$ cat src/design/ppid_pkg.sv
// Shared types, constants and helper functions for the positional PID core.
// No dependencies; imported by every module of the block.
package ppid_pkg;

	localparam int GAIN_W  = 32;
	localparam int LIM_W   = 16;
	localparam int VAL_W   = 16;
	localparam int ERR_W   = 18;
	localparam int DIFF_W  = 19;
	localparam int PROD_W  = GAIN_W + ERR_W;
	localparam int DPROD_W = GAIN_W + DIFF_W;
	localparam int WIDE_W  = 54;
	localparam int FRAC_W  = 16;
	localparam int QUOT_W  = WIDE_W - FRAC_W;
	localparam int INT_W   = 17;
	localparam int DRV_W   = 17;
	localparam int IDX_W   = 3;

	localparam logic signed [ERR_W-1:0] ENC_WINDOW = 18'sd4096;
	localparam logic signed [ERR_W-1:0] ENC_SHIFT  = 18'sd8190;
	localparam logic signed [ERR_W-1:0] DEG_WINDOW = 18'sd180;
	localparam logic signed [ERR_W-1:0] DEG_SHIFT  = 18'sd360;

	typedef enum logic [1:0] {
		MODE_ENCODER = 2'd0,
		MODE_DEGREE  = 2'd1,
		MODE_NOWRAP  = 2'd2
	} wrap_mode_t;

	typedef enum logic [IDX_W-1:0] {
		REG_PROP_GAIN   = 3'd0,
		REG_INTEG_GAIN  = 3'd1,
		REG_DERIV_GAIN  = 3'd2,
		REG_INTEG_LIMIT = 3'd3,
		REG_OUT_LIMIT   = 3'd4
	} cfg_reg_t;

	typedef struct packed {
		logic signed [GAIN_W-1:0] prop;
		logic signed [GAIN_W-1:0] integ;
		logic signed [GAIN_W-1:0] deriv;
	} gains_t;

	typedef struct packed {
		logic [LIM_W-1:0] integ;
		logic [LIM_W-1:0] out;
	} limits_t;

	typedef struct packed {
		logic signed [PROD_W-1:0]  prop;
		logic signed [PROD_W-1:0]  integ;
		logic signed [DPROD_W-1:0] deriv;
	} prod_t;

	// Q.16 to integer, rounding toward zero.
	function automatic logic signed [QUOT_W-1:0] trunc_frac(input logic signed [WIDE_W-1:0] v);
		logic signed [QUOT_W-1:0] q;
		begin
			q = v[WIDE_W-1:FRAC_W];
			if (v[WIDE_W-1] && (v[FRAC_W-1:0] != '0)) begin
				q = q + QUOT_W'(1);
			end
			return q;
		end
	endfunction

	// Symmetric clamp of a wide integer to +-lim.
	function automatic logic signed [INT_W-1:0] clamp_sym(input logic signed [QUOT_W-1:0] v,
			input logic [LIM_W-1:0] lim);
		logic signed [QUOT_W-1:0] hi;
		logic signed [QUOT_W-1:0] lo;
		logic signed [QUOT_W-1:0] r;
		begin
			hi = $signed({{(QUOT_W-LIM_W){1'b0}}, lim});
			lo = -hi;
			if (v > hi) begin
				r = hi;
			end else if (v < lo) begin
				r = lo;
			end else begin
				r = v;
			end
			return r[INT_W-1:0];
		end
	endfunction

endpackage

$ cat src/design/ppid_front.sv
// Error stage: wrap correction, error difference and the three gain products.
// Depends on ppid_pkg; holds the previous-error state.
module ppid_front
	import ppid_pkg::*;
(
	input  logic                    clk,
	input  logic                    arst_n,
	input  logic                    load,
	input  logic [1:0]              mode,
	input  logic signed [VAL_W-1:0] target,
	input  logic signed [VAL_W-1:0] measured,
	input  gains_t                  gains,
	output prod_t                   prod
);

	logic signed [ERR_W-1:0]   diff;
	logic signed [ERR_W-1:0]   err;
	logic signed [ERR_W-1:0]   last_error_q;
	logic signed [DIFF_W-1:0]  err_delta;
	logic signed [PROD_W-1:0]  prop_p;
	logic signed [PROD_W-1:0]  integ_p;
	logic signed [DPROD_W-1:0] deriv_p;
	prod_t                     prod_s2;

	assign diff = ERR_W'(target) - ERR_W'(measured);

	always_comb begin
		err = diff;
		case (mode)
			MODE_ENCODER: begin
				if (diff > ENC_WINDOW) begin
					err = diff - ENC_SHIFT;
				end else if (diff < -ENC_WINDOW) begin
					err = diff + ENC_SHIFT;
				end
			end
			MODE_DEGREE: begin
				if (diff > DEG_WINDOW) begin
					err = diff - DEG_SHIFT;
				end else if (diff < -DEG_WINDOW) begin
					err = diff + DEG_SHIFT;
				end
			end
			default: begin
				err = diff;
			end
		endcase
	end

	assign err_delta = DIFF_W'(err) - DIFF_W'(last_error_q);
	assign prop_p    = PROD_W'(gains.prop) * PROD_W'(err);
	assign integ_p   = PROD_W'(gains.integ) * PROD_W'(err);
	assign deriv_p   = DPROD_W'(gains.deriv) * DPROD_W'(err_delta);

	always_ff @(posedge clk or negedge arst_n) begin
		if (!arst_n) begin
			last_error_q <= '0;
		end else if (load) begin
			last_error_q <= err;
		end
	end

	always_ff @(posedge clk) begin
		if (load) begin
			prod_s2.prop  <= prop_p;
			prod_s2.integ <= integ_p;
			prod_s2.deriv <= deriv_p;
		end
	end

	assign prod = prod_s2;

endmodule

$ cat config.mk
export PLATFORM = sky130hd
export DESIGN_NAME = ppid_front
export DESIGN_NICKNAME = d
export VERILOG_FILES = /design/src/design/ppid_pkg.sv /design/src/design/ppid_front.sv
export SDC_FILE = /design/constraint.sdc
export NUM_CORES = 2
export LEC_CHECK = 0
export ABC_AREA = 1
export BUFFER_PORTS_ARGS = -buffer_cell sky130_fd_sc_hd__buf_2
export CAP_MARGIN = 30
export CORE_ASPECT_RATIO = 0.75
export CORE_UTILIZATION = 66
export CTS_CLUSTER_SIZE = 12
export DETAILED_ROUTE_END_ITERATION = 10
export PLACE_DENSITY = 0.85
export SYNTH_ARGS = -nofsm -noshare
export SYNTH_HDL_FRONTEND = slang
export SYNTH_SLANG_ARGS = --single-unit
$ cat constraint.sdc
create_clock -name clk -period 10.8 [get_ports clk]
set_clock_uncertainty 0.15 [all_clocks]
set_input_delay 0.54 -clock clk [delete_from_list [all_inputs] [get_ports clk]]
set_output_delay 0.54 -clock clk [all_outputs]
set_load 0.005 [all_outputs]
==> run metrics <==
Tot GR Track Use=0.423; #FFs+latches synth=169; NumNets Final=10800; Initial Utilization=0.671; share of layout cells above drive strength 1=0.112; port bufs=283; maximum clock frequency=96.6 MHz; core area=102000 µm²; Slew @ Worst Pin=1.10 ns; MaxCap Viol Count=0; Starting DRT DRC Count=5662; I/O pin total=284; adder-cell share of the synthesized area=0.574; period utilization=0.959; Synth async-reset ratio=0.107; CTS tree=done; via count=56900; largest family of logic cells by synthesized area=adder cells; Cell Count, Final, Fillers Out=9900; CP startpoint kind=primary input; DRC viols=0; Num CTS Buffers=17; Cell variety after synth=53; crit-path max FO=16; CP required=10.94 ns; Seq/Total Area, Yosys=0.0728; die extent in x=374 µm; first-pass GRT wire length=336000 µm; number of global-route vias before repair=61300; Root Driver=clkbuf_16; fin crit period=10.36 ns; H-tree Lvls=4; Synth Net Count=10300; final slew viol count=0; row count=101; largest net degree at the start of global routing=70; crit end category=flop; overall die area=105000 µm²; final setup fails=0; Slowest-stage cell, CP=fa_1; Total Wirelength=212000 µm; Reg clk slew, reported paths=0.09 ns; drt wl/cell=21.4 µm; Die Span Y=281 µm; YS warnings=0; hold crit path type=in2async; area grow syn2layout=9.19%; Syn Area/Cell=8.51 µm²; most used cell, CP=nand2_1; Max-slew headroom=0.265; clk buf depth=2; Post-synth top cells=inv_1 (2069), nand2_1 (1808), fa_1 (1698); count leader, synth=inv_1; drt first pass iters=8; post-synthesis compound-gate area fraction=0.0367; slowest stage delay, CP=0.57 ns; placed insts=9829; post-synthesis xor/xnor area fraction=0.0210; clk_lat worst skew=0.56 ns; final hold viol count=0; status=finished clean; clock sinks=169; multiplexer share of the synthesized area=0; EDFF count, synth=151; filler instances=7467; grt ovf=0; Vias/cell=5.75; Post-Syn Area=68500 µm²; WP data arrival=10.49 ns; Synth Area in Simple Gates=0.160; half-perimeter wire length after placement=174000 µm; Mapped Cells=8047; initial antenna violation count=25; kind of critical path=in2reg; cell taking the most area after synthesis=fa_1; Antenna Violating Nets Remaining=0; GPL Wtd Cong=1.04; largest cells by area after synthesis=fa_1 (50%), inv_1 (11%), nand2_1 (9.9%); top_reg_cell synth=edfxtp_1; post-synth top area share=0.497
-- routing by layer --
| layer | part of all wire | vias to the layer above | routed length [µm] | track usage |
|---|---|---|---|---|
| met5 | 0.00090 | - | 191 | 0 |
| met4 | 0.039 | 18 | 8300 | 0.147 |
| met3 | 0.17 | 692 | 35300 | 0.179 |
| met2 | 0.42 | 3948 | 89700 | 0.615 |
| met1 | 0.37 | 28100 | 78400 | 0.569 |
| li1 | - | 24200 | - | - |
-- state kept, by name (all words and copies together) (netlist names) --
signal and flops:
prod 151, last_error_q 18
-- cells in the final DEF, fill, tap and decap left out, types with 6 or more instances in the layout --
master	count
nand4_1	15
nor3_2	6
xnor2_1	69
buf_2	282
o21ai_1	16
ha_4	6
o21ai_2	8
a21o_1	9
o21ai_0	114
xor2_1	94
buf_12	6
and2_1	13
a31oi_1	29
nor2_1	664
inv_1	2064
nand3_1	127
inv_8	6
edfxtp_1	151
fa_1	1696
nand2_4	10
o21a_1	16
or2_2	12
buf_4	442
nand3_2	12
clkinv_1	13
clkbuf_16	17
a21oi_1	202
dfrtp_1	18
nand2_2	48
o221ai_1	8
ha_1	416
o211ai_1	12
nand2_1	1786
diode_2	19
nor3_1	18
inv_2	22
a21oi_2	13
nor2_2	31
-- metrics by stage --
| step | worst slack (ns) | util | cell area (µm²) | setup TNS, ns | hold WS (ns) |
|---|---|---|---|---|---|
| 3_5_place_dp | -0.622 | 0.721 | 73500 | -7.34 | 0.322 |
| 3_3_place_gp | -0.374 | 0.721 | 73500 | -3.30 | 0.315 |
| 5_1_grt | -0.0623 | 0.733 | 74700 | -0.187 | 0.335 |
| 4_1_cts | 0.0639 | 0.727 | 74100 | 0 | 0.298 |
| 2_1_floorplan | 0.191 | - | 68500 | 0 | 0.0944 |
| 6_report | 0.445 | 0.733 | 74700 | 0 | 0.320 |
-- worst paths after layout --
kind	startpoint	endpoint	slack, ns	cells past startpoint
max	target[0]	prod[45]	0.44	52
min	arst_n	last_error_q[14]	0.32	2
max reg2reg	last_error_q[0]	prod[47]	2.42	35
min reg2reg	last_error_q[4]	last_error_q[4]	0.34	2
max in group asynchronous	arst_n	last_error_q[13]	9.85	2
min in group clk	last_error_q[4]	last_error_q[4]	0.34	2
-- critical path: cells and delay by family --
family | cells | cell delay, ns
simple gates | 19 | 2.15
fa+ha+maj | 11 | 4.50
xor+xnor | 1 | 0.17
compound gates | 11 | 1.97
buf+inv | 10 | 1.09
-- final cells by class --
class	count	area [µm²]	area share
inverters	2101	7890	0.106
repair buffers	736	4920	0.0658
flip-flops and latches	169	4980	0.0667
well taps	1339	1680	0.0224
diodes	19	47.5	0.000636
multi-input cells	5504	54700	0.731
clock inverters	14	144	0.00193
clock buffers	18	429	0.00574
-- logic make-up after synthesis --
family | Yosys count
AO/OA/AOI/OAI | 454
buffers and inverters | 2375
AND/OR/NAND/NOR | 2764
flip-flops | 169
adder cells (fa/ha/maj) | 2121
XOR/XNOR | 164
-- timing repair --
| item | CTS | global route |
|---|---|---|
| gates cloned | 0 | 1 |
| endpoints found under the setup margin | 1 | 31 |
| gates resized for setup | 1 | 118 |
| endpoints found under the hold margin | 18 | 0 |
| hold buffers | 1 | 0 |
| pin swaps | 0 | 45 |
| setup buffers | 0 | 18 |
Power is left out: the tool's default activity adds up to more than one toggle a clock period on the data nets, which glitch-free logic cannot reach.
