**config.mk**
```make
export PLATFORM = sky130hd
export DESIGN_NAME = ppid_back
export DESIGN_NICKNAME = d
export VERILOG_FILES = /design/src/design/ppid_pkg.sv /design/src/design/ppid_back.sv
export SDC_FILE = /design/constraint.sdc
export NUM_CORES = 1
export LEC_CHECK = 0
export ABC_CLOCK_PERIOD_IN_PS = 36300
export BUFFER_PORTS_ARGS = -buffer_cell sky130_fd_sc_hd__buf_4
export CORE_MARGIN = 2
export CORE_UTILIZATION = 66
export CTS_CLUSTER_SIZE = 10
export DETAILED_ROUTE_END_ITERATION = 7
export GPL_ROUTABILITY_DRIVEN = 0
export HOLD_SLACK_MARGIN = 0.1
export PLACE_DENSITY = 0.9
export SETUP_SLACK_MARGIN = 0.1
export SLEW_MARGIN = 20
export SYNTH_ARGS = -nofsm -noshare
export SYNTH_HDL_FRONTEND = slang
export SYNTH_SLANG_ARGS = --single-unit
```
**constraint.sdc**
```tcl
create_clock -name clk -period 36.3 [get_ports clk]
set_clock_uncertainty 0.1 [all_clocks]
set_input_delay 7.26 -clock clk [delete_from_list [all_inputs] [get_ports clk]]
set_output_delay 7.26 -clock clk [all_outputs]
set_load 0.03 [all_outputs]
```
**src/design/ppid_pkg.sv**
```systemverilog
// Shared types, constants and helper functions for the positional PID core.
// No dependencies; imported by every module of the block.
package ppid_pkg;

	localparam int GAIN_W  = 32;
	localparam int LIM_W   = 16;
	localparam int VAL_W   = 16;
	localparam int ERR_W   = 18;
	localparam int DIFF_W  = 19;
	localparam int PROD_W  = GAIN_W + ERR_W;
	localparam int DPROD_W = GAIN_W + DIFF_W;
	localparam int WIDE_W  = 54;
	localparam int FRAC_W  = 16;
	localparam int QUOT_W  = WIDE_W - FRAC_W;
	localparam int INT_W   = 17;
	localparam int DRV_W   = 17;
	localparam int IDX_W   = 3;

	localparam logic signed [ERR_W-1:0] ENC_WINDOW = 18'sd4096;
	localparam logic signed [ERR_W-1:0] ENC_SHIFT  = 18'sd8190;
	localparam logic signed [ERR_W-1:0] DEG_WINDOW = 18'sd180;
	localparam logic signed [ERR_W-1:0] DEG_SHIFT  = 18'sd360;

	typedef enum logic [1:0] {
		MODE_ENCODER = 2'd0,
		MODE_DEGREE  = 2'd1,
		MODE_NOWRAP  = 2'd2
	} wrap_mode_t;

	typedef enum logic [IDX_W-1:0] {
		REG_PROP_GAIN   = 3'd0,
		REG_INTEG_GAIN  = 3'd1,
		REG_DERIV_GAIN  = 3'd2,
		REG_INTEG_LIMIT = 3'd3,
		REG_OUT_LIMIT   = 3'd4
	} cfg_reg_t;

	typedef struct packed {
		logic signed [GAIN_W-1:0] prop;
		logic signed [GAIN_W-1:0] integ;
		logic signed [GAIN_W-1:0] deriv;
	} gains_t;

	typedef struct packed {
		logic [LIM_W-1:0] integ;
		logic [LIM_W-1:0] out;
	} limits_t;

	typedef struct packed {
		logic signed [PROD_W-1:0]  prop;
		logic signed [PROD_W-1:0]  integ;
		logic signed [DPROD_W-1:0] deriv;
	} prod_t;

	// Q.16 to integer, rounding toward zero.
	function automatic logic signed [QUOT_W-1:0] trunc_frac(input logic signed [WIDE_W-1:0] v);
		logic signed [QUOT_W-1:0] q;
		begin
			q = v[WIDE_W-1:FRAC_W];
			if (v[WIDE_W-1] && (v[FRAC_W-1:0] != '0)) begin
				q = q + QUOT_W'(1);
			end
			return q;
		end
	endfunction

	// Symmetric clamp of a wide integer to +-lim.
	function automatic logic signed [INT_W-1:0] clamp_sym(input logic signed [QUOT_W-1:0] v,
			input logic [LIM_W-1:0] lim);
		logic signed [QUOT_W-1:0] hi;
		logic signed [QUOT_W-1:0] lo;
		logic signed [QUOT_W-1:0] r;
		begin
			hi = $signed({{(QUOT_W-LIM_W){1'b0}}, lim});
			lo = -hi;
			if (v > hi) begin
				r = hi;
			end else if (v < lo) begin
				r = lo;
			end else begin
				r = v;
			end
			return r[INT_W-1:0];
		end
	endfunction

endpackage

```
**src/design/ppid_back.sv**
```systemverilog
// Accumulate stage: integral update and clamp, term sum, output clamp.
// Depends on ppid_pkg; holds the integral state and the result register.
module ppid_back
	import ppid_pkg::*;
(
	input  logic                    clk,
	input  logic                    arst_n,
	input  logic                    load,
	input  prod_t                   prod,
	input  limits_t                 limits,
	output logic signed [DRV_W-1:0] drive
);

	logic signed [INT_W-1:0]  integral_q;
	logic signed [WIDE_W-1:0] acc;
	logic signed [INT_W-1:0]  integral_nx;
	logic signed [WIDE_W-1:0] sum;
	logic signed [DRV_W-1:0]  drive_q;

	assign acc = {{(WIDE_W-INT_W-FRAC_W){integral_q[INT_W-1]}}, integral_q, {FRAC_W{1'b0}}}
		+ WIDE_W'(prod.integ);
	assign integral_nx = clamp_sym(trunc_frac(acc), limits.integ);

	assign sum = WIDE_W'(prod.prop) + WIDE_W'(prod.deriv)
		+ {{(WIDE_W-INT_W-FRAC_W){integral_nx[INT_W-1]}}, integral_nx, {FRAC_W{1'b0}}};

	always_ff @(posedge clk or negedge arst_n) begin
		if (!arst_n) begin
			integral_q <= '0;
		end else if (load) begin
			integral_q <= integral_nx;
		end
	end

	always_ff @(posedge clk) begin
		if (load) begin
			drive_q <= clamp_sym(trunc_frac(sum), limits.out);
		end
	end

	assign drive = drive_q;

endmodule

```
==> summary.md <==
| Metric | Value |
|---|---|
| Clock Path Buffers | 2 |
| Clock latency on the worst-skew pair | 0.29 ns |
| Setup TNS | 0 ns |
| F_max | 46.5 MHz |
| Synth cell types | 104 |
| Largest net degree at the start of global routing | 39 |
| # resized after CTS | 0 |
| Site Rows | 53 |
| Worst-path clk slew | 0.06 ns |
| Initial antenna violation count | 0 |
| # H-tree levels | 2 |
| Delay-heaviest family, CP | compound AO/OA/AOI/OAI gates |
| Setup crit start kind | input pin |
| CP Buf/Inv Count | 2 |
| Min-delay worst type | reg2reg |
| EDFF count, synth | 17 |
| Yosys Warn Count | 0 |
| Core Util, Final | 74.9% |
| Die area | 22400 µm² |
| Final #Nets | 2432 |
| Crit-path max cell delay | 0.86 ns |
| Iter 0 DRT Violations | 2023 |
| Routed vias | 15900 |
| Initial core utilization | 66.8% |
| Area of the core | 21000 µm² |
| Worst setup EP type | register |
| Remaining Overflow, GRT | 0 |
| Req. time, crit path | 36.20 ns |
| Post-synth net total | 2300 |
| Area grow syn2layout | 12.0% |
| Vias in the first global route | 14900 |
| DRC viols | 0 |
| Ys flop type | edfxtp_1 |
| Layout cell share with drive strength beyond 1 | 13.9% |
| Sequential share of the synthesized area | 6.68% |
| GR Util All Layers | 38.0% |
| Yosys reg bits | 34 |
| Clock sinks | 34 |
| Setup CP Type | in2reg |
| Post-cts hold buffer count | 0 |
| Routed len/inst | 19.3 µm |
| Slowest stage cell, crit path | nor4_1 |
| Clk root buf | clkbuf_16 |
| Post-DP HPWL | 36.2 mm |
| Remaining antenna violation count | 0 |
| Post-CTS setup buffer count | 0 |
| Final Hold Fails | 0 |
| Buffers on Ports | 202 |
| IO Count | 203 |
| Async SR Flop Fraction | 50.0% |
| Max Cap Viol | 0 |
| Die Wd | 150 µm |
| Max-slew headroom | 31.7% |
| Worst slew pin tran | 1.02 ns |
| CP most frequent cell | o21ai_0 |
| Vias per cell | 6.99 |
| Clock buffer count from CTS | 5 |
| Clock period minus worst slack | 21.53 ns |
| ANT cells | 0 |
| Max FO, Critical Path | 38 |
| Syn Area/Cell | 7.50 µm² |
| First-pass GRT wire length | 70.7 mm |
| WL final | 44.0 mm |
| Arr. time, crit path | 21.43 ns |
| RSZ-0062 raised after global routing | no |
| Status | completed |
| Cells after synthesis | 1868 |
| Final setup violation count | 0 |
| CTS tree | done |
| Cell Area, Synth | 14000 µm² |
| Final max-slew violation count | 0 |
| Die H | 150 µm |
| DRT Pass-1 Iters | 6 |
| Final period utilization | 59.3% |
-- metrics by stage --
stage,area (µm²),hold WS (ns),std cells,setup slack (ns)
2_1_floorplan,14000,0.356,1868,15.89
3_3_place_gp,15500,0.449,2268,15.19
3_5_place_dp,15500,0.453,2268,14.61
4_1_cts,15700,0.485,2276,14.83
5_1_grt,15700,0.518,2276,13.92
6_report,15700,0.507,2276,14.77
-- cell usage in the layout (no fill, tap or decap), types with 14 or more instances in the layout --
| cell type | count |
|---|---|
| nand2b_1 | 24 |
| xnor2_1 | 80 |
| nor3_1 | 49 |
| nor2b_1 | 31 |
| o21ai_0 | 89 |
| edfxtp_1 | 17 |
| mux2_2 | 19 |
| buf_4 | 205 |
| nand4_1 | 53 |
| a21o_1 | 48 |
| nand3_1 | 51 |
| and3_1 | 21 |
| nor2_1 | 156 |
| o21bai_1 | 14 |
| a211oi_1 | 27 |
| xor2_1 | 53 |
| o211ai_1 | 19 |
| mux2i_1 | 30 |
| ha_1 | 209 |
| nor4_1 | 40 |
| dfrtp_1 | 17 |
| a21oi_1 | 152 |
| nand2_1 | 159 |
| or3_1 | 17 |
| inv_1 | 82 |
| o21a_1 | 26 |
| a31oi_1 | 23 |
| fa_1 | 37 |
-- flip-flops by register name (all words and copies together) (netlist names) --
signal      count
drive          17
integral_q     17
-- tightest hold or removal path, stage by stage, from the launching register on --
cell and delay [ns]:
dfrtp_1 0.40, nand2_1 0.08, o31ai_1 0.08
-- synth_stat cells, types with 11 or more instances --
library cell,count,area (µm²)
a211oi_1,27,203
a21o_1,48,360
a21oi_1,152,761
a31oi_1,23,144
and3_1,21,131
and4_1,13,114
buf_2,14,70.1
clkbuf_1,57,214
dfrtp_1,17,425
edfxtp_1,17,510
fa_1,37,741
ha_1,209,2620
inv_1,82,308
mux2_2,19,214
mux2i_1,30,300
nand2_1,159,597
nand2b_1,24,150
nand3_1,51,255
nand4_1,53,332
nor2_1,157,589
nor2b_1,31,194
nor3_1,49,245
nor4_1,40,250
o211ai_1,19,143
o21a_1,26,195
o21ai_0,89,445
o21bai_1,14,105
o31ai_1,11,82.6
or3_1,17,106
xnor2_1,80,701
xor2_1,53,464
-- cell type report --
| class | count | area [µm²] |
|---|---|---|
| fill | 1631 | 5270 |
| clock buffer | 6 | 139 |
| sequential | 34 | 936 |
| tap | 275 | 344 |
| multi-input combinational | 1672 | 12400 |
| clock inverter | 2 | 12.5 |
| inverter | 82 | 308 |
| timing repair buffer | 205 | 1540 |
-- path summary, 6_finish.rpt --
path | from | to | slack (ns) | cells after the start
worst min-delay path | integral_q[14]$_DFFE_PN0P_ | integral_q[14]$_DFFE_PN0P_ | 0.51 | 2
max in group asynchronous | arst_n | integral_q[15]$_DFFE_PN0P_ | 29.15 | 1
min in group asynchronous | arst_n | integral_q[1]$_DFFE_PN0P_ | 6.73 | 1
worst min register to register | integral_q[14]$_DFFE_PN0P_ | integral_q[14]$_DFFE_PN0P_ | 0.51 | 2
worst max-delay path | prod[67] | drive[5]$_DFFE_PP_ | 14.77 | 51
worst max register to register | integral_q[0]$_DFFE_PN0P_ | drive[5]$_DFFE_PP_ | 21.41 | 50
-- logic make-up (layout without fill, tap and decap cells) --
| family | after synthesis | in the layout | synth area share [%] |
|---|---|---|---|
| xor gates and xnor gates | 133 | 133 | 8.32 |
| DFF | 34 | 34 | 6.68 |
| buffers and inverters | 162 | 295 | 4.76 |
| muxes | 50 | 50 | 3.75 |
| adders and majority gates | 246 | 246 | 24.0 |
| and+or+nand+nor | 685 | 685 | 25.6 |
| AOI/OAI and AO/OA | 558 | 558 | 27.0 |
-- layer usage --
metal | global-route usage, % | routed length, µm
met5 | 0 | 0
met4 | 16.2 | 1850
met3 | 6.77 | 5420
met2 | 59.9 | 19100
met1 | 51.3 | 17600
Power is not shown: default switching activity piles up to over one toggle a cycle in this logic, so the estimate is an artifact.
